<file path="src/sv/wh2h_pkg.sv">
// Shared widths, codes and payload types of the weighted 2D histogram block.
package wh2h_pkg;

	localparam int IDX_W      = 4;
	localparam int AMP_W      = 16;
	localparam int SQ_W       = 31;
	localparam int WEIGHT_W   = 32;
	localparam int DENS_W     = 48;
	localparam int CFG_IDX_W  = 2;
	localparam int CFG_DATA_W = 4;

	localparam int DEF_INDEX_BITS  = 4;
	localparam int DEF_ACC_BITS    = 48;
	localparam int DEF_QUEUE_DEPTH = 4;

	// item kinds
	localparam logic KIND_ACCUM = 1'b0;
	localparam logic KIND_READ  = 1'b1;

	// register indexes
	localparam logic [CFG_IDX_W-1:0] CFG_SELECTED_SURFACE   = 2'd0;
	localparam logic [CFG_IDX_W-1:0] CFG_FIRST_INDEX_LIMIT  = 2'd1;
	localparam logic [CFG_IDX_W-1:0] CFG_SECOND_INDEX_LIMIT = 2'd2;

	localparam logic [IDX_W-1:0] LIMIT_RESET = 4'hF;

	typedef struct packed {
		logic                    kind;
		logic                    surface;
		logic [IDX_W-1:0]        first_index;
		logic [IDX_W-1:0]        second_index;
		logic signed [AMP_W-1:0] amp_real;
		logic signed [AMP_W-1:0] amp_imag;
	} in_item_t;

	typedef struct packed {
		logic [IDX_W-1:0]  bin_first;
		logic [IDX_W-1:0]  bin_second;
		logic [DENS_W-1:0] density;
	} out_item_t;

	// queue entry: classified work for the back end
	typedef struct packed {
		logic                kind;
		logic [IDX_W-1:0]    bin_first;
		logic [IDX_W-1:0]    bin_second;
		logic [WEIGHT_W-1:0] weight;
	} entry_t;

	typedef struct packed {
		logic clearing;
	} back_status_t;

endpackage

</file>
<file path="src/sv/wh2h_fifo.sv">
// Short register queue between front and back end.
module wh2h_fifo #(
	parameter int DEPTH = wh2h_pkg::DEF_QUEUE_DEPTH
) (
	input  logic             clk,
	input  logic             arst_n,
	input  logic             push_valid,
	output logic             push_ready,
	input  wh2h_pkg::entry_t push_data,
	output logic             pop_valid,
	input  logic             pop_ready,
	output wh2h_pkg::entry_t pop_data
);
	import wh2h_pkg::*;

	localparam int PW = (DEPTH > 1) ? $clog2(DEPTH) : 1;
	localparam int CW = $clog2(DEPTH + 1);
	localparam logic [PW-1:0] LAST = PW'(DEPTH - 1);
	localparam logic [CW-1:0] FULL = CW'(DEPTH);

	entry_t        entries_q [DEPTH];
	logic [PW-1:0] wr_ptr_q;
	logic [PW-1:0] rd_ptr_q;
	logic [CW-1:0] count_q;
	logic          do_push;
	logic          do_pop;

	assign push_ready = (count_q != FULL);
	assign pop_valid  = (count_q != '0);
	assign do_push    = push_valid && push_ready;
	assign do_pop     = pop_valid && pop_ready;
	assign pop_data   = entries_q[rd_ptr_q];

	always_ff @(posedge clk) begin
		if (do_push) begin
			entries_q[wr_ptr_q] <= push_data;
		end
	end

	always_ff @(posedge clk or negedge arst_n) begin
		if (!arst_n) begin
			wr_ptr_q <= '0;
			rd_ptr_q <= '0;
			count_q  <= '0;
		end else begin
			if (do_push) begin
				wr_ptr_q <= (wr_ptr_q == LAST) ? '0 : wr_ptr_q + 1'b1;
			end
			if (do_pop) begin
				rd_ptr_q <= (rd_ptr_q == LAST) ? '0 : rd_ptr_q + 1'b1;
			end
			case ({do_push, do_pop})
				2'b10:   count_q <= count_q + 1'b1;
				2'b01:   count_q <= count_q - 1'b1;
				default: count_q <= count_q;
			endcase
		end
	end

endmodule

</file>
<file path="config.mk">
export PLATFORM = sky130hd
export DESIGN_NAME = wh2h_fifo
export DESIGN_NICKNAME = d
export VERILOG_FILES = /design/src/sv/wh2h_pkg.sv /design/src/sv/wh2h_fifo.sv
export SDC_FILE = /design/constraint.sdc
export NUM_CORES = 1
export LEC_CHECK = 0
export ABC_CLOCK_PERIOD_IN_PS = 2200
export BUFFER_PORTS_ARGS = -buffer_cell sky130_fd_sc_hd__buf_4
export CAP_MARGIN = 20
export CORE_ASPECT_RATIO = 1.25
export CORE_MARGIN = 3
export CORE_UTILIZATION = 46
export DETAILED_ROUTE_END_ITERATION = 12
export GPL_TIMING_DRIVEN = 0
export PLACE_DENSITY = 0.69
export RECOVER_POWER = 50
export SYNTH_ARGS = -nofsm -noshare
export SYNTH_HDL_FRONTEND = slang
export SYNTH_SLANG_ARGS = --single-unit
</file>
<file path="constraint.sdc">
create_clock -name clk -period 2.2 [get_ports clk]
set_input_delay 0.11 -clock clk [delete_from_list [all_inputs] [get_ports clk]]
set_output_delay 0.11 -clock clk [all_outputs]
set_load 0.02 [all_outputs]
</file>
After elaboration in Yosys (flattened, before gate mapping)
Memories as Yosys holds them, arrays and structs flattened. Cells that the tools add are included.

Register bits: 7. Latch bits: 0. Bits in writable memories: 164. Memory bits (read-only): 0. Input port bits: 45. Output and inout port bits: 43. Word-level logic and storage cells: 22. Memories kept: 1.

$add $sub $neg: 4. $mul: 0. Divide/modulo/power cells: 0. $lt $le $gt $ge: 0. Equality and inequality tests: 5. Shift operators: 0. Muxes and demuxes: 5. Bitwise gates (word level): 0. Reduce and logical (&&, ||, !) cells: 4.

Memory list: entries_q (depth 4, width 41, rd ports 1, clocked after memory_dff 0, wr ports 1, RTL line wh2h_fifo.sv:21) `entry_t entries_q [DEPTH];`.

Operators with widths (number): 2-bit equality test, second input constant (3); 3-bit one-hot mux with 2 select lines (1); 2-bit by 1-bit adder with 2-bit output, second input constant (2); 2-bit 2-to-1 mux (2); 3-bit by 1-bit adder with 3-bit output, second input constant (1); 3-bit != test, second input constant (1); 3-bit nonzero test (1); 3-bit by 1-bit subtractor with 3-bit output, second input constant (1); 2-bit by 1-bit equality test with 1-bit output, second input constant (1); 1-bit logical AND (2); 1-bit 2-to-1 mux (2); 2-bit nonzero test (1).

Logic depth before layout (Yosys ltp)
Depth after elaboration: 4. Mapped depth: 9.

Least setup slack after synthesis
OpenSTA, ideal clock, no wires.

Path kind: register to register. Start point: register count_q[0]. End point: register count_q[2]. Library setup time: 79 ps. Arrival time: 2039 ps. Required time: 2121 ps. Slack: 81 ps. Cell stages (with the launch flop): 10. Clock period less this slack: 2119 ps. Path through: dfrtp_1 > or3b_4 > and2_4 > inv_1 > ha_1 > inv_1 > fa_1 > xor2_1 > nor2_1 > xor2_1.

Longest elaborated chain between the ends: 4. Elaborated cells between the ends (all ways): 10. Those cells by class: add/sub: 2; eq/ne: 3; mux: 1; reduce/logical: 4.

RTL lines: from (decl) (RTL line wh2h_fifo.sv:24) `logic [CW-1:0] count_q;`; from (signal assigned) (RTL line wh2h_fifo.sv:53) `2'b10: count_q <= count_q + 1'b1;`; from (signal assigned) (RTL line wh2h_fifo.sv:54) `2'b01: count_q <= count_q - 1'b1;`; from (signal assigned) (RTL line wh2h_fifo.sv:55) `default: count_q <= count_q;`; 3-bit != test (*) (RTL line wh2h_fifo.sv:28) `assign push_ready = (count_q != FULL);`; net push_ready (RTL line wh2h_fifo.sv:8) `output logic push_ready,`; 1-bit logical AND (*) (RTL line wh2h_fifo.sv:30) `assign do_push = push_valid && push_ready;`; 2-bit by 1-bit equality test with 1-bit output / 2-bit equality test (equally long branches) (RTL line wh2h_fifo.sv:52) `case ({do_push, do_pop})`; 3-bit one-hot mux with 2 select lines / 2-bit nonzero test (equally long branches).

Mark *: on every way through the listed nets, which the timed path passes. The rest lies on a longest branch. A chain may end at the register's enable or synchronous reset.

Worst setup path in the final report
Start point: register count_q[1]. End point: register count_q[2].

Longest elaborated chain between the ends: 4. Elaborated cells between the ends (all ways): 10. Those cells by class: add/sub: 2; eq/ne: 3; mux: 1; reduce/logical: 4.

RTL lines (RTL line): 3-bit != test / 3-bit nonzero test (equally long branches) (wh2h_fifo.sv:28, wh2h_fifo.sv:29); 1-bit logical AND (on tied branches) (wh2h_fifo.sv:30, wh2h_fifo.sv:31); 2-bit by 1-bit equality test with 1-bit output / 2-bit equality test (equally long branches) (wh2h_fifo.sv:52); 3-bit one-hot mux with 2 select lines / 2-bit nonzero test (equally long branches).

Parallel ways exist; a longest one is shown, timed or not.

==> flow_summary.json <==
{
  "die_h_um": 137,
  "dpl.hpwl_um": 6680,
  "h-tree-depth": 4,
  "fin_crit_sh_pct": 96.3,
  "worst_pin_slew_ps": 534,
  "p_leak_nw": 2.79,
  "arrival_ps": 2450,
  "drt_iter0_drc": 208,
  "path_max_fanout": 6,
  "grt_pass1_wl_um": 17300,
  "fin_util_pct": 60.6,
  "min_to": "rd_ptr_q[0]",
  "syn_inst": 255,
  "dp_slack_ps": -0.765,
  "synth.distinct_cells": 20,
  "area_delta_synth_final_pct": 27.8,
  "nets": 462,
  "cts-buffers-inserted": 17,
  "clkTransAtPathRegs_ps": 60,
  "cp.required_ps": 2530,
  "reg2reg_slack_ps": 80,
  "drtAntennaViolNets": 0,
  "hp-class": "primary input to flop",
  "reg2reg_depth": 9,
  "final_common_cell": "edfxtp_1",
  "antenna_found_initial": 0,
  "num_rows": 47,
  "status": "finished clean",
  "grt_start_max_net_pins": 26,
  "syn_nets": 307,
  "die-area_um2": 15300,
  "wl_um": 10900,
  "initial_core_util_pct": 47.4,
  "period_needed_ps": 2120,
  "clk_latency_ps": 410,
  "pin_count": 88,
  "finalSetupTns_ps": 0,
  "viasPerCell": 5.11,
  "port_buffers": 87,
  "worstSetupStartpoint": "count_q[1]",
  "syn_area_um2": 6360,
  "root_buffer": "clkbuf_16",
  "layout-drive-gt1-share_pct": 34.4,
  "reg2reg_from": "count_q[1]",
  "criticalPathCategory": "flop to flop",
  "cts_buffer_depth": 2,
  "setup_violations": 0,
  "end_kind": "flop",
  "skew_ps": 9.31,
  "design.core.area_um2": 13400,
  "yosysSeqAreaShare_pct": 80.2,
  "hp-start": "pop_ready",
  "wl_per_cell_um": 18.4,
  "cts_tree": "built",
  "critPathLaunchType": "flop",
  "clock_sinks": 171,
  "setup_slack_ps": 80.4,
  "power_density_nw_per_um2": 1350,
  "place_congestion": 0.703,
  "grt_setup_unrepaired": "true",
  "relSlewSlack_pct": 64.4,
  "fmax_ghz": 0.472,
  "hold_depth": 3,
  "slew_violations": 0,
  "grt_overflow": 0,
  "yosys_warnings": 0,
  "vias": 3030,
  "gr-usage-all-layers_pct": 15.1,
  "total_power_w": 0.0110,
  "hold_violations": 0,
  "vdd_drop_max_v": 0.000909,
  "drc": 0,
  "dr.pass1.iters": 4,
  "antenna_cells": 0,
  "dieWidth_um": 111,
  "first_global_vias": 3288,
  "synth.avg_cell_area_um2": 24.9,
  "synth_seq_cells": 171,
  "timing.rr.end": "count_q[2]",
  "final_cell_mix": "edfxtp_1 (164), buf_4 (52), dlygate4sd3_1 (42), clkbuf_1 (42), mux4_2 (41)",
  "cap_violations": 0
}
-- how the worst max path moves through the flow --
| stage | end | slack [ps] |
|---|---|---|
| after floorplan | count_q[2] | 80 |
| after global placement | count_q[2] | 60 |
| after detailed placement | count_q[2] | -0.8 |
| after CTS | count_q[2] | 6 |
| after global routing | count_q[2] | -20 |
| final | count_q[2] | 80 |
-- synthesized netlist by cell type, drive strengths merged --
master	instances	share of area (%)
mux2	4	0.83
clkbuf	3	0.18
fa	1	0.31
ha	6	1.2
edfxtp	164	77
buf	7	0.67
dfrtp	7	2.8
or3b	1	0.18
xor2	2	0.28
and3	4	0.47
nand2	1	0.059
mux4	41	15
mux2i	1	0.16
xnor2	1	0.14
or3	1	0.12
nor2	3	0.18
inv	7	0.41
and2	1	0.14
-- power by group --
part	switching [W]	leakage, nW	internal [W]	total [W]
clock network	0.00115	0.247	0.00143	0.00258
registers	0.000161	1.58	0.00431	0.00447
logic	0.00207	0.958	0.00185	0.00393
total	0.00339	2.79	0.00760	0.0110
-- registers in the layout (all words and copies together) (netlist names) --
signal	flops
entries_q	164
wr_ptr_q	2
count_q	3
rd_ptr_q	2
-- metrics by stage --
stage               cell area (um^2)  hold WS [ps]  cells
finish                          8130           136    593
global route                    8130           155    593
CTS                             8260          30.9    591
detailed placement              7310         -67.6    517
global placement                7230         -70.9    513
floorplan                       6360          -186    255
-- critical path, stage by stage (launching register included) --
cell	delay (ps)
dfrtp_1	400
or3b_4	440
and2_4	160
inv_1	50
ha_2	180
inv_1	50
fa_2	340
xor2_1	150
nor2_1	130
xor2_1	150
-- kinds of logic (layout without fill, tap and decap cells) --
group | Yosys count | count (layout) | synth area share (%)
DFF | 171 | 171 | 80.2
buffers and inverters | 17 | 184 | 1.26
xor gates and xnor gates | 3 | 3 | 0.413
muxes | 46 | 46 | 15.5
and+or+nand+nor | 11 | 11 | 1.14
adders and majority gates | 7 | 7 | 1.50
-- metal layers --
metal  global-route usage, %  part of all wire, %
met1                    18.2                   39
met2                    26.0                   54
met3                    3.95                  4.1
met4                    6.76                  2.0
met5                       0                    0
-- layout make-up --
type	count	area [um^2]
well taps	171	214
fillers	1016	5280
multi-input cells	67	1180
clock inverters	14	96.3
flip-flops and latches	171	5100
inverters	7	26.3
clock buffers	17	425
plain buffers	10	62.6
repair buffers	136	1020
-- what timing repair did --
item | 4_1_cts | 5_1_grt
endpoints found under the setup margin | 21 | 10
gates resized for setup | 3 | 5
buffers inserted | 1 | 2
hold buffers | 42 | 0
pin swaps | 0 | 4
endpoints found under the hold margin | 171 | 0
(Power assumes the default switching activity.)
