===== config.mk =====
export PLATFORM = sky130hd
export DESIGN_NAME = wh2h_front_flat
export DESIGN_NICKNAME = d
export VERILOG_FILES = /design/src/sv/wh2h_pkg.sv /design/src/sv/wh2h_in_if.sv /design/src/sv/wh2h_front.sv /design/src/flat_wrapper.sv
export SDC_FILE = /design/constraint.sdc
export NUM_CORES = 1
export LEC_CHECK = 0
export ABC_AREA = 1
export BUFFER_PORTS_ARGS = -buffer_cell sky130_fd_sc_hd__buf_4
export CORE_MARGIN = 1
export CORE_UTILIZATION = 55
export DETAILED_ROUTE_END_ITERATION = 10
export GPL_TIMING_DRIVEN = 1
export PLACE_DENSITY_LB_ADDON = 0.15
export SYNTH_ARGS = -nofsm -noshare
export SYNTH_HDL_FRONTEND = slang
export SYNTH_SLANG_ARGS = --single-unit

===== constraint.sdc =====
create_clock -name clk -period 11.7 [get_ports clk]
set_input_delay 0.585 -clock clk [delete_from_list [all_inputs] [get_ports clk]]
set_output_delay 0.585 -clock clk [all_outputs]
set_load 0.02 [all_outputs]

===== src/sv/wh2h_pkg.sv =====
// Shared widths, codes and payload types of the weighted 2D histogram block.
package wh2h_pkg;

	localparam int IDX_W      = 4;
	localparam int AMP_W      = 16;
	localparam int SQ_W       = 31;
	localparam int WEIGHT_W   = 32;
	localparam int DENS_W     = 48;
	localparam int CFG_IDX_W  = 2;
	localparam int CFG_DATA_W = 4;

	localparam int DEF_INDEX_BITS  = 4;
	localparam int DEF_ACC_BITS    = 48;
	localparam int DEF_QUEUE_DEPTH = 4;

	// item kinds
	localparam logic KIND_ACCUM = 1'b0;
	localparam logic KIND_READ  = 1'b1;

	// register indexes
	localparam logic [CFG_IDX_W-1:0] CFG_SELECTED_SURFACE   = 2'd0;
	localparam logic [CFG_IDX_W-1:0] CFG_FIRST_INDEX_LIMIT  = 2'd1;
	localparam logic [CFG_IDX_W-1:0] CFG_SECOND_INDEX_LIMIT = 2'd2;

	localparam logic [IDX_W-1:0] LIMIT_RESET = 4'hF;

	typedef struct packed {
		logic                    kind;
		logic                    surface;
		logic [IDX_W-1:0]        first_index;
		logic [IDX_W-1:0]        second_index;
		logic signed [AMP_W-1:0] amp_real;
		logic signed [AMP_W-1:0] amp_imag;
	} in_item_t;

	typedef struct packed {
		logic [IDX_W-1:0]  bin_first;
		logic [IDX_W-1:0]  bin_second;
		logic [DENS_W-1:0] density;
	} out_item_t;

	// queue entry: classified work for the back end
	typedef struct packed {
		logic                kind;
		logic [IDX_W-1:0]    bin_first;
		logic [IDX_W-1:0]    bin_second;
		logic [WEIGHT_W-1:0] weight;
	} entry_t;

	typedef struct packed {
		logic clearing;
	} back_status_t;

endpackage


===== src/sv/wh2h_in_if.sv =====
// Input channel: valid/ready with one histogram item.
interface wh2h_in_if;
	import wh2h_pkg::*;

	logic     valid;
	logic     ready;
	in_item_t data;

	modport source(output valid, output data, input ready);
	modport sink(input valid, input data, output ready);
endinterface


===== src/sv/wh2h_front.sv =====
// Front end: config registers, item classification and weight squaring.
module wh2h_front #(
	parameter int INDEX_BITS = wh2h_pkg::DEF_INDEX_BITS
) (
	input  logic                               clk,
	input  logic                               arst_n,
	input  logic                               cfg_we,
	input  logic [wh2h_pkg::CFG_IDX_W-1:0]     cfg_index,
	input  logic [wh2h_pkg::CFG_DATA_W-1:0]    cfg_data,
	input  wh2h_pkg::back_status_t             status,
	wh2h_in_if.sink                            item,
	output logic                               push_valid,
	input  logic                               push_ready,
	output wh2h_pkg::entry_t                   push_data
);
	import wh2h_pkg::*;

	logic             sel_surface_q;
	logic [IDX_W-1:0] first_limit_q;
	logic [IDX_W-1:0] second_limit_q;

	logic             v_s1;
	logic             kind_s1;
	logic [IDX_W-1:0] bf_s1;
	logic [IDX_W-1:0] bs_s1;
	logic [SQ_W-1:0]  sq_re_s1;
	logic [SQ_W-1:0]  sq_im_s1;

	logic                      accept;
	logic                      keep;
	logic [IDX_W-1:0]          fi_m;
	logic [IDX_W-1:0]          si_m;
	logic signed [2*AMP_W-1:0] p_re;
	logic signed [2*AMP_W-1:0] p_im;

	always_ff @(posedge clk or negedge arst_n) begin
		if (!arst_n) begin
			sel_surface_q  <= 1'b0;
			first_limit_q  <= LIMIT_RESET;
			second_limit_q <= LIMIT_RESET;
		end else if (cfg_we) begin
			case (cfg_index)
				CFG_SELECTED_SURFACE:   sel_surface_q  <= cfg_data[0];
				CFG_FIRST_INDEX_LIMIT:  first_limit_q  <= cfg_data[IDX_W-1:0];
				CFG_SECOND_INDEX_LIMIT: second_limit_q <= cfg_data[IDX_W-1:0];
				default: ;
			endcase
		end
	end

	// indices masked to the bin grid
	assign fi_m = IDX_W'(INDEX_BITS'(item.data.first_index));
	assign si_m = IDX_W'(INDEX_BITS'(item.data.second_index));

	assign keep = (item.data.kind == KIND_READ) ||
	              ((item.data.surface == sel_surface_q) &&
	               (fi_m <= first_limit_q) && (si_m <= second_limit_q));

	assign item.ready = !status.clearing && (!v_s1 || push_ready);
	assign accept     = item.valid && item.ready;

	assign p_re = item.data.amp_real * item.data.amp_real;
	assign p_im = item.data.amp_imag * item.data.amp_imag;

	always_ff @(posedge clk or negedge arst_n) begin
		if (!arst_n) begin
			v_s1 <= 1'b0;
		end else if (!v_s1 || push_ready) begin
			v_s1 <= accept && keep;
		end
	end

	always_ff @(posedge clk) begin
		if (accept) begin
			kind_s1  <= item.data.kind;
			bf_s1    <= fi_m;
			bs_s1    <= si_m;
			sq_re_s1 <= p_re[SQ_W-1:0];
			sq_im_s1 <= p_im[SQ_W-1:0];
		end
	end

	assign push_valid           = v_s1;
	assign push_data.kind       = kind_s1;
	assign push_data.bin_first  = bf_s1;
	assign push_data.bin_second = bs_s1;
	assign push_data.weight     = WEIGHT_W'(sq_re_s1) + WEIGHT_W'(sq_im_s1);

endmodule


===== src/flat_wrapper.sv =====
// flat-port wrapper written by rule: the top's interface ports become plain ports
module wh2h_front_flat import wh2h_pkg::*;
#(
	parameter int INDEX_BITS = wh2h_pkg::DEF_INDEX_BITS
)
  (clk, arst_n, cfg_we, cfg_index, cfg_data, status, push_valid, push_ready, push_data, item_valid, item_data, item_ready);
  wh2h_in_if item_i ();
  input  logic clk;
  input  logic arst_n;
  input  logic cfg_we;
  input  logic [wh2h_pkg::CFG_IDX_W-1:0] cfg_index;
  input  logic [wh2h_pkg::CFG_DATA_W-1:0] cfg_data;
  input  wh2h_pkg::back_status_t status;
  output logic push_valid;
  input  logic push_ready;
  output wh2h_pkg::entry_t push_data;
  input wire logic [$bits(item_i.valid)-1:0] item_valid;
  input wire logic [$bits(item_i.data)-1:0] item_data;
  output wire logic [$bits(item_i.ready)-1:0] item_ready;
  assign item_i.valid = item_valid;
  assign item_i.data = item_data;
  assign item_ready = item_i.ready;
  wh2h_front #(.INDEX_BITS(INDEX_BITS)) u_core (.clk(clk), .arst_n(arst_n), .cfg_we(cfg_we), .cfg_index(cfg_index), .cfg_data(cfg_data), .status(status), .item(item_i), .push_valid(push_valid), .push_ready(push_ready), .push_data(push_data));
endmodule

Yosys cells after proc, flatten, opt, wreduce, memory -nomap -nowiden
Index checks and enable logic that the tools add are counted.
{ "classes": {"addsub": 1, "multipliers": 2, "order_cmp": 2, "eq_ne": 3, "reduce_logical": 13} }
{ "op_table": {"columns": ["operator", "count"], "rows": [
  ["multiplier 16 x 16 -> 31 bit", 2],
  ["adder 31 x 31 -> 32 bit", 1],
  ["<= comparator 4 bit", 2],
  ["AND reduction 2 bit", 3],
  ["logical AND 1 bit", 5],
  ["equality test 2 x 1 -> 1 bit (second input constant)", 1],
  ["equality test 2 bit (second input constant)", 1],
  ["zero test 1 bit", 2],
  ["zero test 2 bit", 1],
  ["logical OR 1 bit", 2],
  ["equality test 1 bit", 1]
]} }
{ "totals": {"register_bits": 81, "out_inout_bits": 43} }

Logic depth before layout (Yosys ltp)
Gate-level depths: netlist of run 1.
{ "logic_depth": {"ltp_word": 5, "ltp_mapped": 27} }

Least setup slack after synthesis of run 1
No wires, ideal clock.
{ "synth_timing": {"path_kind": "input-to-reg", "from": "in push_ready", "to": "reg u_core.bf_s1[0] (enable)", "t_arrival_ps": 5712, "slack_ps": 5390, "cell_stages": 2, "path_cell_list": "nor2_1 > nor3b_1"} }
{ "synth_via": {"elab_chain_len": 3} }
{ "synth_rtl": {"columns": ["item", "line", "source"], "rows": [
  ["start: declaration", "flat_wrapper.sv:15", "input logic push_ready;"],
  ["logical OR 1 bit", "wh2h_front.sv:59", "assign item.ready = !status.clearing && (!v_s1 || push_ready);"],
  ["logical AND 1 bit", "wh2h_front.sv:59", null],
  ["logical AND 1 bit", "wh2h_front.sv:60", "assign accept = item.valid && item.ready;"],
  ["via u_core.accept", "wh2h_front.sv:29", "logic accept;"],
  ["end signal: assignment", "wh2h_front.sv:76", "bf_s1 <= fi_m;"],
  ["end: declaration", "wh2h_front.sv:24", "logic [IDX_W-1:0] bf_s1;"]
]} }
The timed path passes the listed nets, and every way through them passes these cells.
A chain may end at the register's enable or synchronous reset.

Worst setup path after layout of run 1
{ "layout_timing": {"from": "in item_data[2]", "to": "reg u_core.sq_im_s1[28], data pin"} }
{ "layout_via": {"elab_chain_len": 1} }
{ "layout_rtl": {"columns": ["item", "line", "source"], "rows": [
  ["start: declaration", "flat_wrapper.sv:18", "input wire logic [$bits(item_i.data)-1:0] item_data;"],
  ["multiplier 16 x 16 -> 31 bit", "wh2h_front.sv:63", "assign p_im = item.data.amp_imag * item.data.amp_imag;"],
  ["via u_core.p_im[28]", "wh2h_front.sv:34", "logic signed [2*AMP_W-1:0] p_im;"],
  ["end signal: assignment", "wh2h_front.sv:79", "sq_im_s1 <= p_im[SQ_W-1:0];"],
  ["end: declaration", "wh2h_front.sv:27", "logic [SQ_W-1:0] sq_im_s1;"]
]} }
The timed path passes the listed nets, and every way through them passes these cells.

==> results.txt, run 1 <==
----------------------------------------------------
[Synthesis]
  Share of the synthesized area in the top cell type ... between 30% and 40%
  Commonest register cell after synthesis ... sky130_fd_sc_hd__edfxtp_1
  Mapped Area ... approximately 0.024 mm2
  Post-synthesis async set-or-reset flop share ... around an eighth
  Synthesized net count ... approximately 3,800
  Top cells by area in the synthesized netlist ... sky130_fd_sc_hd__fa_1 39%, sky130_fd_sc_hd__inv_1 15%, sky130_fd_sc_hd__nand2_1 12%, sky130_fd_sc_hd__ha_1 11%, sky130_fd_sc_hd__edfxtp_1 8.7%
  Synthesized area divided by synthesized cell count ... just under 8 um2
  Count of warnings emitted by yosys ... 0
  Cell type contributing the most total cell area after synthesis ... sky130_fd_sc_hd__fa_1
  Number of synthesized flops with an enable pin ... a little under 70
  Post-synthesis cell type count ... 41
  Portion of the post-synthesis area used by sequential elements ... ~9.8%
  Post-synthesis cell count ... between 3,000 and 4,000
  Number of storage elements in the synthesis netlist ... roughly 80

[Clocking]
  Post-cts sizing count ... 0
  Number of buffers created by CTS ... 9
  Post-CTS setup buffer count ... 0
  Number of sinks driven by the clock tree ... between 70 and 80
  Clock insertion delay at the later pin of the skew report ... around 350 ps
  Clock transition time at the flip-flop clock pins of the worst setup and hold paths ... 70 ps
  Clock tree buffer depth ... 2
  Clk root buf ... sky130_fd_sc_hd__clkbuf_16
  Clock tree from TritonCTS ... built
  H-tree Lvls ... 3
  Hold-fix buffers at CTS ... 0

[Finish]
  Leading cell types in the layout, fill and taps excluded ... 942 x sky130_fd_sc_hd__inv_1, 743 x sky130_fd_sc_hd__nand2_1, 458 x sky130_fd_sc_hd__fa_1, 208 x sky130_fd_sc_hd__ha_1, 124 x sky130_fd_sc_hd__nor2_1
  Commonest non-fill, non-tap cell in the layout ... sky130_fd_sc_hd__inv_1
  Net count, final ... ~3,800
  Area delta synth->final ... 6.134%
  Inserted Diodes ... 0
  Share of cells above drive strength 1 ... between 5 and 6%

[Timing]
  Achievable Freq ... about 170 MHz
  Final number of setup-violating endpoints ... 0
  Worst Hold Margin ... 62.42 ps
  Max-slew violation total from the final report ... 0
  Relative max-transition margin ... a little under two fifths
  TNS Setup ... 0 ps
  Unrepaired setup endpoints after global routing ... false
  Largest clock skew in the final design ... 13.64 ps
  Tightest Pin Transition ... roughly 940 ps
  Number of hold violations in the final report ... 0
  Final period util ... about half
  Shortest period the worst path allows ... between 5000 and 6000 ps

[Worst setup path]
  Setup slack, reg-to-reg ... 9880 ps
  Worst setup startpoint ... item_data[2]
  Max FO, Critical Path ... 17
  Startpoint-to-endpoint class of the critical path ... in2reg
  FF-to-FF Start ... u_core.push_valid$_DFFE_PN0N_
  Worst path arrival time ... approximately 6100 ps
  Worst setup EP type ... flop
  Startpoint type of the worst setup path ... input pin
  Worst r2r dst ... u_core.sq_im_s1[2]$_DFFE_PP_
  Worst R2R Path Depth ... 4
  Critical path capture point ... u_core.sq_im_s1[28]$_DFFE_PP_
  Worst Path Required ... about 12,000 ps

[Global routing]
  Remaining global-route overflow ... 0
  Initial antenna violation count ... 0
  Maximum number of pins on one net before global-route repair ... slightly above 70
  Wire length of the first global-routing pass ... around 92 mm
  Global routing usage summed across all routing layers ... around a quarter
  Number of global-route vias before repair ... 19,210

[Routing]
  Drt drc ... 0
  Detailed router's first-iteration violation count ... between 1,000 and 1,500
  Wire length reported by the detailed router ... between 50 and 60 mm
  Count of vias placed by the detailed router ... around 18,000
  WL per Instance ... between 10 and 15 um
  Drt pass-1 iters ... 6
  Via/cell ratio ... 5.017
  DRT antenna net count ... 0

[Floorplan]
  Die Area ... about 0.044 mm2
  Starting density of the core ... between 50% and 60%
  Die Y ... ~210 um
  Width of the die ... ~210 um
  Core region area ... around 0.042 mm2
  Standard-cell rows ... 75
  I/O Pins ... 97

[Job]
  Maxcap violations ... 0

[Run status]
  Run status ... finished, final reports clean

[Placement]
  Hpwl dp ... a little under 50 mm
  Port bufs ... 96
  Final Wtd Congestion ... between 0.9 and 1

[Min path]
  HP Class ... in2async

----------------------------------------------------
-- cells by family after synthesis --
group / synth area share [%]
AOI/OAI and AO/OA: 3.636
xor gates and xnor gates: 2.582
adders and majority gates: 49.58
buffers and inverters: 16.06
DFF: 9.823
muxes: 0.04742
and+or+nand+nor: 18.27
-- state kept, by name, indices dropped and copies added (netlist names) --
name	count
u_core.bf_s1	4
u_core.bs_s1	4
u_core.first_limit_q	4
u_core.kind_s1	1
u_core.push_valid	1
u_core.second_limit_q	4
u_core.sel_surface_q	1
u_core.sq_im_s1	30
u_core.sq_re_s1	30
-- area by class of cell --
| type | instances | area [um2] |
|---|---|---|
| tap | 539 | 674.4 |
| inverter | 946 | 3551 |
| sequential | 79 | 2332 |
| clock inverter | 7 | 86.33 |
| multi-input combinational | 1948 | 17600 |
| fill | 3931 | 17030 |
| clock buffer | 9 | 225.2 |
| timing repair buffer | 97 | 728.2 |
-- critical path, cell delays in order --
cell and delay, ps:
sky130_fd_sc_hd__buf_4 190, sky130_fd_sc_hd__nand2_1 150, sky130_fd_sc_hd__inv_1 70, sky130_fd_sc_hd__fa_1 710, sky130_fd_sc_hd__inv_1 120, sky130_fd_sc_hd__fa_1 640
sky130_fd_sc_hd__inv_1 200, sky130_fd_sc_hd__fa_1 530, sky130_fd_sc_hd__inv_1 50, sky130_fd_sc_hd__fa_1 530, sky130_fd_sc_hd__inv_1 50, sky130_fd_sc_hd__fa_1 500
sky130_fd_sc_hd__fa_1 420, sky130_fd_sc_hd__ha_1 410, sky130_fd_sc_hd__nand2_1 120, sky130_fd_sc_hd__nor2_1 270, sky130_fd_sc_hd__nand2_1 90, sky130_fd_sc_hd__inv_1 80
sky130_fd_sc_hd__nand3_1 150, sky130_fd_sc_hd__nand4_1 110, sky130_fd_sc_hd__nand2_1 80
-- routing by layer --
metal  share of wire [%]  up-vias  track usage [%]  routed length, um
met1                  46     8896            36.89              24680
met4                 1.2        0            4.153                663
li1                    -     8887                -                  -
met2                  49      359            45.08              26360
met5                   0        -                0                  0
met3                 4.1       43            1.796               2198
-- stage by stage --
step,setup slack [ps],instances,area [um2],utilization [%]
3_3_place_gp,5510,3609,24890,58.94
6_report,5716,3625,25200,59.67
5_1_grt,5439,3625,25200,59.67
3_5_place_dp,5411,3609,24890,58.94
2_1_floorplan,5390,3041,23740,-
4_1_cts,5779,3625,25200,59.67
-- cell usage after synthesis, types with 8 or more instances --
library cell               count
sky130_fd_sc_hd__nand2_1     743
sky130_fd_sc_hd__clkbuf_1     61
sky130_fd_sc_hd__xor2_1       60
sky130_fd_sc_hd__nand3_1      94
sky130_fd_sc_hd__nor3_1       21
sky130_fd_sc_hd__o21bai_1     19
sky130_fd_sc_hd__nand4_1      36
sky130_fd_sc_hd__edfxtp_1     69
sky130_fd_sc_hd__nor2_1      124
sky130_fd_sc_hd__fa_1        458
sky130_fd_sc_hd__o21ai_0      39
sky130_fd_sc_hd__a21oi_1      84
sky130_fd_sc_hd__xnor2_1      10
sky130_fd_sc_hd__dfstp_2       8
sky130_fd_sc_hd__nand2_2       9
sky130_fd_sc_hd__inv_1       942
sky130_fd_sc_hd__ha_1        208
-- worst min path at each step --
stage / from / endpoint / slack [ps] / cells after the start
after floorplan: arst_n / u_core.push_valid$_DFFE_PN0N_ / 290 / 0
after global placement: arst_n / u_core.push_valid$_DFFE_PN0N_ / 420 / 1
after detailed placement: arst_n / u_core.sel_surface_q$_DFFE_PN0P_ / 420 / 1
after CTS: arst_n / u_core.sel_surface_q$_DFFE_PN0P_ / 50 / 1
after global routing: arst_n / u_core.sel_surface_q$_DFFE_PN0P_ / 60 / 1
final: arst_n / u_core.sel_surface_q$_DFFE_PN0P_ / 60 / 1
Power of run 1 is left out: the tool's default activity adds up to more than one toggle a clock period on the data nets, which glitch-free logic cannot reach.
==> run 2: changes to the inputs <==
clock period = 5.28 ns   (was 11.7 ns; I/O delays follow)
==> run 2 against run 1 <==
Critical path depth did not move; worst setup slack got worse by 5500 ps; first-iteration DRC count is 1.1% lower; sequential share of layout area decreased by 0.66 points; clock skew shrank 5.3 ps; critical path type unchanged; final cell count is 5.8% higher; clock-buffer cell count grew 3; register-to-register slack worse by 6500 ps; non-clock buffer count grew 210; core utilization is 4.6 points higher; cell area increased by 7.7%.
==> results.txt, run 2 (synthesis results as in run 1) <==
----------------------------------------------------
[Worst setup path]
  Setup slack, reg-to-reg ... 3400 ps (was 9880 ps)
  Worst r2r dst ... u_core.sq_im_s1[6]$_DFFE_PP_ (was u_core.sq_im_s1[2]$_DFFE_PP_)
  Critical path depth ... 21 (unchanged)
  CP Buf/Inv Count ... 7 (unchanged)
  Max FO, Critical Path ... 9 (was 17)
  Worst Path Required ... 5370 ps (was 11,800 ps)
  FF-to-FF Start ... u_core.push_valid$_DFFE_PN0N_ (unchanged)
  Startpoint type of the worst setup path ... input pin (unchanged)
  CP Cell Sequence ... buf_6 > nand2_2 > inv_1 > fa_2 > inv_2 > fa_2 > clkinv_4 > buf_4 > fa_1 > fa_1 > fa_1 > inv_1 > fa_1 > inv_1 > ha_4 > a21oi_1 > o21ai_0 > a21oi_1 > nand3_1 > nand2_1 > nand2_1 (was buf_4 > nand2_1 > inv_1 > fa_1 > inv_1 > fa_1 > inv_1 > fa_1 > inv_1 > fa_1 > inv_1 > fa_1 > fa_1 > ha_1 > nand2_1 > nor2_1 > nand2_1 > inv_1 > nand3_1 > nand4_1 > nand2_1)
  Startpoint-to-endpoint class of the critical path ... in2reg (unchanged)
  Max stage delay cell, worst path ... sky130_fd_sc_hd__fa_2 (was sky130_fd_sc_hd__fa_1)
  Worst R2R Path Depth ... 4 (unchanged)
  Worst setup EP type ... flop (unchanged)
  Dominant cell type by count on the critical path ... sky130_fd_sc_hd__fa_1
  CP delay by family, top ... adder cells (unchanged)
  Worst setup startpoint ... item_data[2] (unchanged)
  Worst path arrival time ... 5190 ps (was 6080 ps)
  CP peak stage delay ... 650 ps (was 710 ps)
  Critical path capture point ... u_core.sq_im_s1[27]$_DFFE_PP_ (was u_core.sq_im_s1[28]$_DFFE_PP_)

[Finish]
  Commonest non-fill, non-tap cell in the layout ... sky130_fd_sc_hd__inv_1 (unchanged)
  Largest registers ... u_core.sq_im_s1: 30 flops, u_core.sq_re_s1: 30 flops (unchanged)
  Multi-input gate area ... 0.01788 mm2 (was 0.01760 mm2)
  Leading cell types in the layout, fill and taps excluded ... 927 x sky130_fd_sc_hd__inv_1, 729 x sky130_fd_sc_hd__nand2_1, 454 x sky130_fd_sc_hd__fa_1, 297 x sky130_fd_sc_hd__buf_4, 197 x sky130_fd_sc_hd__ha_1 (was 942 x sky130_fd_sc_hd__inv_1, 743 x sky130_fd_sc_hd__nand2_1, 458 x sky130_fd_sc_hd__fa_1, 208 x sky130_fd_sc_hd__ha_1, 124 x sky130_fd_sc_hd__nor2_1)
  Inserted Diodes ... 0 (unchanged)
  Area delta synth->final ... 14.33% (was 6.134%)
  Net count, final ... 4,011 (was 3,801)
  Final cell area excluding filler cells ... 0.02714 mm2 (was 0.02520 mm2)
  Share of cells above drive strength 1 ... 13.20% (was 5.152%)
  Fillcell total ... 3,708 (was 3,931)
  Sequential standard cell area ... 0.002332 mm2 (unchanged)

[Clocking]
  H-tree Lvls ... 3 (unchanged)
  Number of buffers created by CTS ... 9 (unchanged)
  Clock tree from TritonCTS ... built (unchanged)
  Clock tree buffer depth ... 2 (unchanged)
  Clock insertion delay at the later pin of the skew report ... 340 ps (was 350 ps)
  Clk root buf ... sky130_fd_sc_hd__clkbuf_16 (unchanged)
  Clock transition time at the flip-flop clock pins of the worst setup and hold paths ... 60 ps (was 70 ps)
  Number of sinks driven by the clock tree ... 79 (unchanged)

[Placement]
  Hpwl dp ... 50.88 mm (was 48.04 mm)
  Port bufs ... 96 (unchanged)
  Final Wtd Congestion ... 0.9270 (was 0.9206)
  Cell Area, Placed ... 0.02654 mm2 (was 0.02489 mm2)

[Timing]
  Number of hold violations in the final report ... 0 (unchanged)
  Unrepaired setup endpoints after global routing ... true (was false)
  Final period util ... 96.63%
  Largest clock skew in the final design ... 8.325 ps (was 13.64 ps)
  Shortest period the worst path allows ... 5102 ps
  Relative max-transition margin ... 34.07% (was 37.31%)
  Achievable Freq ... 196.0 MHz
  Tightest Pin Transition ... 989.0 ps (was 940.4 ps)
  Final number of setup-violating endpoints ... 0 (unchanged)
  Max-slew violation total from the final report ... 0 (unchanged)

[Global routing]
  Wire length of the first global-routing pass ... 96.69 mm (was 92.47 mm)
  Maximum number of pins on one net before global-route repair ... 71 (unchanged)
  Number of global-route vias before repair ... 20,190 (was 19,210)
  Remaining global-route overflow ... 0 (unchanged)
  Initial antenna violation count ... 0 (unchanged)
  Global routing usage summed across all routing layers ... 27.27% (was 26.13%)

[Floorplan]
  Die Y ... 209.8 um (unchanged)
  Standard-cell rows ... 75 (unchanged)
  Core region area ... 0.04223 mm2 (unchanged)
  Width of the die ... 209.8 um (unchanged)
  Die Area ... 0.04400 mm2 (unchanged)
  Starting density of the core ... 56.23% (unchanged)
  I/O Pins ... 97 (unchanged)

[Routing]
  Drt drc ... 0 (unchanged)
  WL per Instance ... 14.72 um (was 14.87 um)
  DRT antenna net count ... 0 (unchanged)
  Via/cell ratio ... 4.950 (was 5.017)
  Detailed router's first-iteration violation count ... 1,055 (was 1,067)
  Wire length reported by the detailed router ... 56.47 mm (was 53.90 mm)
  Drt pass-1 iters ... 5 (was 6)
  Count of vias placed by the detailed router ... 18,980 (was 18,190)

[Run status]
  Run status ... finished, final reports clean (unchanged)

[Min path]
  HP Class ... in2reg (was in2async)

[Job]
  Maxcap violations ... 0 (unchanged)

----------------------------------------------------
## run 2: how the worst min path moves through the flow
stage	from	endpoint	slack, ps	depth (start not counted)
6_report	item_data[36]	u_core.bf_s1[0]$_DFFE_PP_	110	1
5_1_grt	item_data[36]	u_core.bf_s1[0]$_DFFE_PP_	90	1
4_1_cts	item_data[36]	u_core.bf_s1[0]$_DFFE_PP_	100	1
3_5_place_dp	arst_n	u_core.push_valid$_DFFE_PN0N_	100	1
3_3_place_gp	arst_n	u_core.push_valid$_DFFE_PN0N_	90	1
2_1_floorplan	arst_n	u_core.push_valid$_DFFE_PN0N_	-30	0
## run 2: worst register-to-register path, stage by stage (launching register included)
cell,delay [ps]
sky130_fd_sc_hd__dfrtp_1,380
sky130_fd_sc_hd__inv_1,70
sky130_fd_sc_hd__nor2_1,70
sky130_fd_sc_hd__nor3b_4,160
sky130_fd_sc_hd__buf_4,750
## run 2: layout make-up
type / instances / area share [%]
timing repair buffer: 307 / 8.799
inverter: 946 / 13.10
tap: 539 / 2.484
clock buffer: 12 / 0.9495
clock inverter: 4 / 0.1890
multi-input combinational: 1948 / 65.89
sequential: 79 / 8.592
## run 2: metal layers
| layer | GRT usage [%] | vias to the layer above | share of wire [%] |
|---|---|---|---|
| met5 | 0 | - | 0 |
| met4 | 3.876 | 0 | 1.3 |
| met3 | 1.766 | 48 | 3.3 |
| met2 | 47.82 | 333 | 49 |
| met1 | 38.12 | 9274 | 46 |
| li1 | - | 9329 | - |
## run 2: repair_timing
action	CTS	global route
hold buffers	1	0
gates resized for setup	0	62
setup endpoints to repair	0	17
endpoints found under the hold margin	10	0
buffers inserted	0	9
## run 2: through the flow
step / cells / setup slack, ps / util [%] / TNS (ps) / hold WS (ps)
after floorplan: 3041 / 5.013 / - / 0 / -31.59
after global placement: 3809 / -203.5 / 62.85 / -1961 / 94.75
after detailed placement: 3809 / -246.5 / 62.85 / -3317 / 97.27
after CTS: 3826 / 100.4 / 63.61 / 0 / 95.23
after global routing: 3835 / -9.448 / 64.28 / -25.88 / 89.21
final: 3835 / 177.9 / 64.28 / 0 / 105.3
Power of run 2 is left out for the same reason.
==> run 3: changes to the inputs <==
RECOVER_POWER = 25   (was default)
SETUP_SLACK_MARGIN = 0.2   (was default)
clock period = 5.7 ns   (was 5.28 ns; I/O delays follow)
==> run 3 against run 2 <==
The flow now finishes with violations (capacitance limit, slew limit); worst setup slack improved by 200 ps; core utilization fell by 4.2 points; die area did not move; final cell count fell by 4.7%; non-clock buffer count fell by 180; cell area fell by 6.6%; routed wire length fell by 3.6%; hold slack improved by 32 ps; clock-buffer cell count fell by 2; first-iteration DRC count fell by 11%; clock skew rose by 5.6 ps; critical path type unchanged.
==> results.txt, run 3 (synthesis results as in run 1) <==
----------------------------------------------------
[Run status]
  Run status ... finished with violations (was finished, final reports clean)
  Failing checks ... capacitance limit, slew limit

[Min path]
  HP Class ... in2reg (unchanged)
  Min-Delay Path Depth ... 2 (was 1)
  Launch instance of the worst min-delay path ... push_ready (was item_data[36])
  Endpoint of the worst hold-timing path ... u_core.push_valid$_DFFE_PN0N_ (was u_core.bf_s1[0]$_DFFE_PP_)

[Clocking]
  Number of buffers created by CTS ... 9 (unchanged)
  Clock transition time at the flip-flop clock pins of the worst setup and hold paths ... 60 ps (about the same)
  Clk root buf ... sky130_fd_sc_hd__clkbuf_16 (unchanged)
  H-tree Lvls ... 3 (unchanged)
  Clock insertion delay at the later pin of the skew report ... 350 ps (was 340 ps)
  Number of sinks driven by the clock tree ... 79 (unchanged)
  Clock tree from TritonCTS ... built (unchanged)
  Clock tree buffer depth ... 2 (unchanged)

[Routing]
  Via/cell ratio ... 5.023 (was 4.950)
  WL per Instance ... 14.89 um (was 14.72 um)
  Wire length reported by the detailed router ... 54.44 mm (was 56.47 mm)
  Drt drc ... 0 (unchanged)
  DRT antenna net count ... 0 (unchanged)
  Drt pass-1 iters ... 6 (was 5)
  Detailed router's first-iteration violation count ... 934 (was 1,055)
  Count of vias placed by the detailed router ... 18,360 (was 18,980)

[Timing]
  Number of hold violations in the final report ... 0 (unchanged)
  Max-slew violation total from the final report ... 71 (was 0)
  Achievable Freq ... 188.1 MHz
  Tightest Pin Transition ... 3798 ps (was 989.0 ps)
  Final number of setup-violating endpoints ... 0 (unchanged)
  Final period util ... roughly 93%
  Shortest period the worst path allows ... ~5300 ps
  Largest clock skew in the final design ... 13.88 ps (was 8.325 ps)
  Unrepaired setup endpoints after global routing ... true (unchanged)
  Relative max-transition margin ... -153.2% (was 34.07%)

[Finish]
  Commonest non-fill, non-tap cell in the layout ... sky130_fd_sc_hd__inv_1 (unchanged)
  Share of cells above drive strength 1 ... 5.520% (was 13.20%)
  Largest registers ... u_core.sq_im_s1: 30 flops, u_core.sq_re_s1: 30 flops (unchanged)
  Cell Count, Final, Fillers Out ... 3,655 (was 3,835)
  Fillcell total ... 3,954 (was 3,708)
  Final cell area excluding filler cells ... 0.02537 mm2 (was 0.02714 mm2)
  Inserted Diodes ... 0 (unchanged)
  Net count, final ... 3,831 (was 4,011)
  Leading cell types in the layout, fill and taps excluded ... 939 x sky130_fd_sc_hd__inv_1, 743 x sky130_fd_sc_hd__nand2_1, 455 x sky130_fd_sc_hd__fa_1, 204 x sky130_fd_sc_hd__ha_1, 122 x sky130_fd_sc_hd__nor2_1 (was 927 x sky130_fd_sc_hd__inv_1, 729 x sky130_fd_sc_hd__nand2_1, 454 x sky130_fd_sc_hd__fa_1, 297 x sky130_fd_sc_hd__buf_4, 197 x sky130_fd_sc_hd__ha_1)
  Core occupancy in the finished layout ... 60.07% (was 64.28%)
  Area delta synth->final ... 6.840% (was 14.33%)

[Worst setup path]
  FF-to-FF Start ... u_core.push_valid$_DFFE_PN0N_ (unchanged)
  Worst r2r dst ... u_core.sq_im_s1[4]$_DFFE_PP_ (was u_core.sq_im_s1[6]$_DFFE_PP_)
  Worst path arrival time ... 5480 ps (was 5190 ps)
  Startpoint-to-endpoint class of the critical path ... in2reg (unchanged)
  CP delay by family, top ... adder cells (unchanged)
  Max stage delay cell, worst path ... sky130_fd_sc_hd__fa_2 (unchanged)
  Worst R2R Path Depth ... 4 (unchanged)
  Worst setup EP type ... flop (unchanged)
  Worst Path Required ... 5860 ps (was 5370 ps)
  CP peak stage delay ... 630 ps (was 650 ps)
  Setup slack, reg-to-reg ... 1800 ps (was 3400 ps)
  CP Buf/Inv Count ... 6 (was 7)
  Max FO, Critical Path ... 13 (was 9)
  Startpoint type of the worst setup path ... input pin (unchanged)
  Dominant cell type by count on the critical path ... sky130_fd_sc_hd__fa_1 (unchanged)
  CP Cell Sequence ... buf_4 > nand2_1 > inv_1 > fa_2 > buf_4 > fa_1 > fa_1 > fa_1 > fa_1 > inv_1 > fa_1 > inv_1 > ha_2 > nand2_1 > nor2_1 > inv_1 > nor2_2 > nand4_1 > nand3b_1 > xor2_1 (was buf_6 > nand2_2 > inv_1 > fa_2 > inv_2 > fa_2 > clkinv_4 > buf_4 > fa_1 > fa_1 > fa_1 > inv_1 > fa_1 > inv_1 > ha_4 > a21oi_1 > o21ai_0 > a21oi_1 > nand3_1 > nand2_1 > nand2_1)

[Floorplan]
  Standard-cell rows ... 75 (unchanged)
  Starting density of the core ... 56.23% (unchanged)
  Die Y ... 209.8 um (unchanged)
  Die Area ... 0.04400 mm2 (unchanged)
  Width of the die ... 209.8 um (unchanged)
  Core region area ... 0.04223 mm2 (unchanged)
  I/O Pins ... 97 (unchanged)

[Placement]
  Final Wtd Congestion ... 0.9327 (was 0.9270)
  Hpwl dp ... 48.97 mm (was 50.88 mm)
  Cell Area, Placed ... 0.02510 mm2 (was 0.02654 mm2)
  Port bufs ... 96 (unchanged)
  Post-Place Cells ... 3,635 (was 3,809)

[Global routing]
  Wire length of the first global-routing pass ... 93.88 mm (was 96.69 mm)
  Most crowded layer after global routing ... met2 (unchanged)
  Global routing usage summed across all routing layers ... 26.51% (was 27.27%)
  M3 GR Usage ... 2.409% (was 1.766%)
  Maximum number of pins on one net before global-route repair ... 71 (unchanged)
  Remaining global-route overflow ... 0 (unchanged)
  Initial antenna violation count ... 0 (unchanged)
  Met2 usage ... 45.62% (was 47.82%)
  Number of global-route vias before repair ... 19,520 (was 20,190)
  Met1 routing resource usage after global routing ... 37.11% (was 38.12%)

[Job]
  Maxcap violations ... 1 (was 0)

----------------------------------------------------
-- run 3: per-stage QoR --
| step | hold slack [ps] | setup TNS (ps) | setup WS (ps) |
|---|---|---|---|
| floorplan | -10.59 | 0 | 208.8 |
| global placement | 116.9 | -64.83 | -64.83 |
| detailed placement | 116.1 | -30.68 | -30.68 |
| CTS | 118.8 | 0 | 304.6 |
| global route | 144.4 | 0 | 173.3 |
| finish | 137.0 | 0 | 382.4 |
-- run 3: worst register-to-register path: cells and delay by family (launching register included) --
kind / cells / cell delay [ps]
buffers and inverters: 2 / 2740
DFF: 1 / 380
and+or+nand+nor: 2 / 230
-- run 3: repair_timing --
item,CTS,global route
resized for setup,0,11
hold endpoints to repair,10,0
setup endpoints to repair,0,9
hold buffers,1,0
buffers inserted,0,3
-- run 3: metal layers --
metal / vias to the layer above / wire length [um]
met5: - / 0
met4: 0 / 692
met3: 42 / 2432
met2: 402 / 26370
met1: 8964 / 24940
li1: 8951 / -
-- run 3: final cells by class --
| class | instances | area [um2] | area share [%] |
|---|---|---|---|
| clock buffers | 10 | 229.0 | 0.9026 |
| clock inverters | 6 | 68.82 | 0.2713 |
| inverters | 946 | 3555 | 14.01 |
| multi-input cells | 1948 | 17630 | 69.52 |
| flip-flops and latches | 79 | 2332 | 9.194 |
| well taps | 539 | 674.4 | 2.659 |
| repair buffers | 127 | 873.3 | 3.443 |
-- run 3: how the worst max path moves through the flow --
stage               slack, ps     startpoint                            end  cells after the start
floorplan                 210  item_data[17]  u_core.sq_re_s1[30]$_DFFE_PP_                     24
global route              170  item_data[15]  u_core.sq_im_s1[22]$_DFFE_PP_                     20
finish                    380   item_data[1]  u_core.sq_im_s1[22]$_DFFE_PP_                     20
CTS                       300  item_data[15]  u_core.sq_im_s1[22]$_DFFE_PP_                     22
global placement          -60  item_data[15]  u_core.sq_im_s1[22]$_DFFE_PP_                     22
detailed placement        -30  item_data[15]  u_core.sq_im_s1[22]$_DFFE_PP_                     22
Power of run 3 is left out for the same reason.
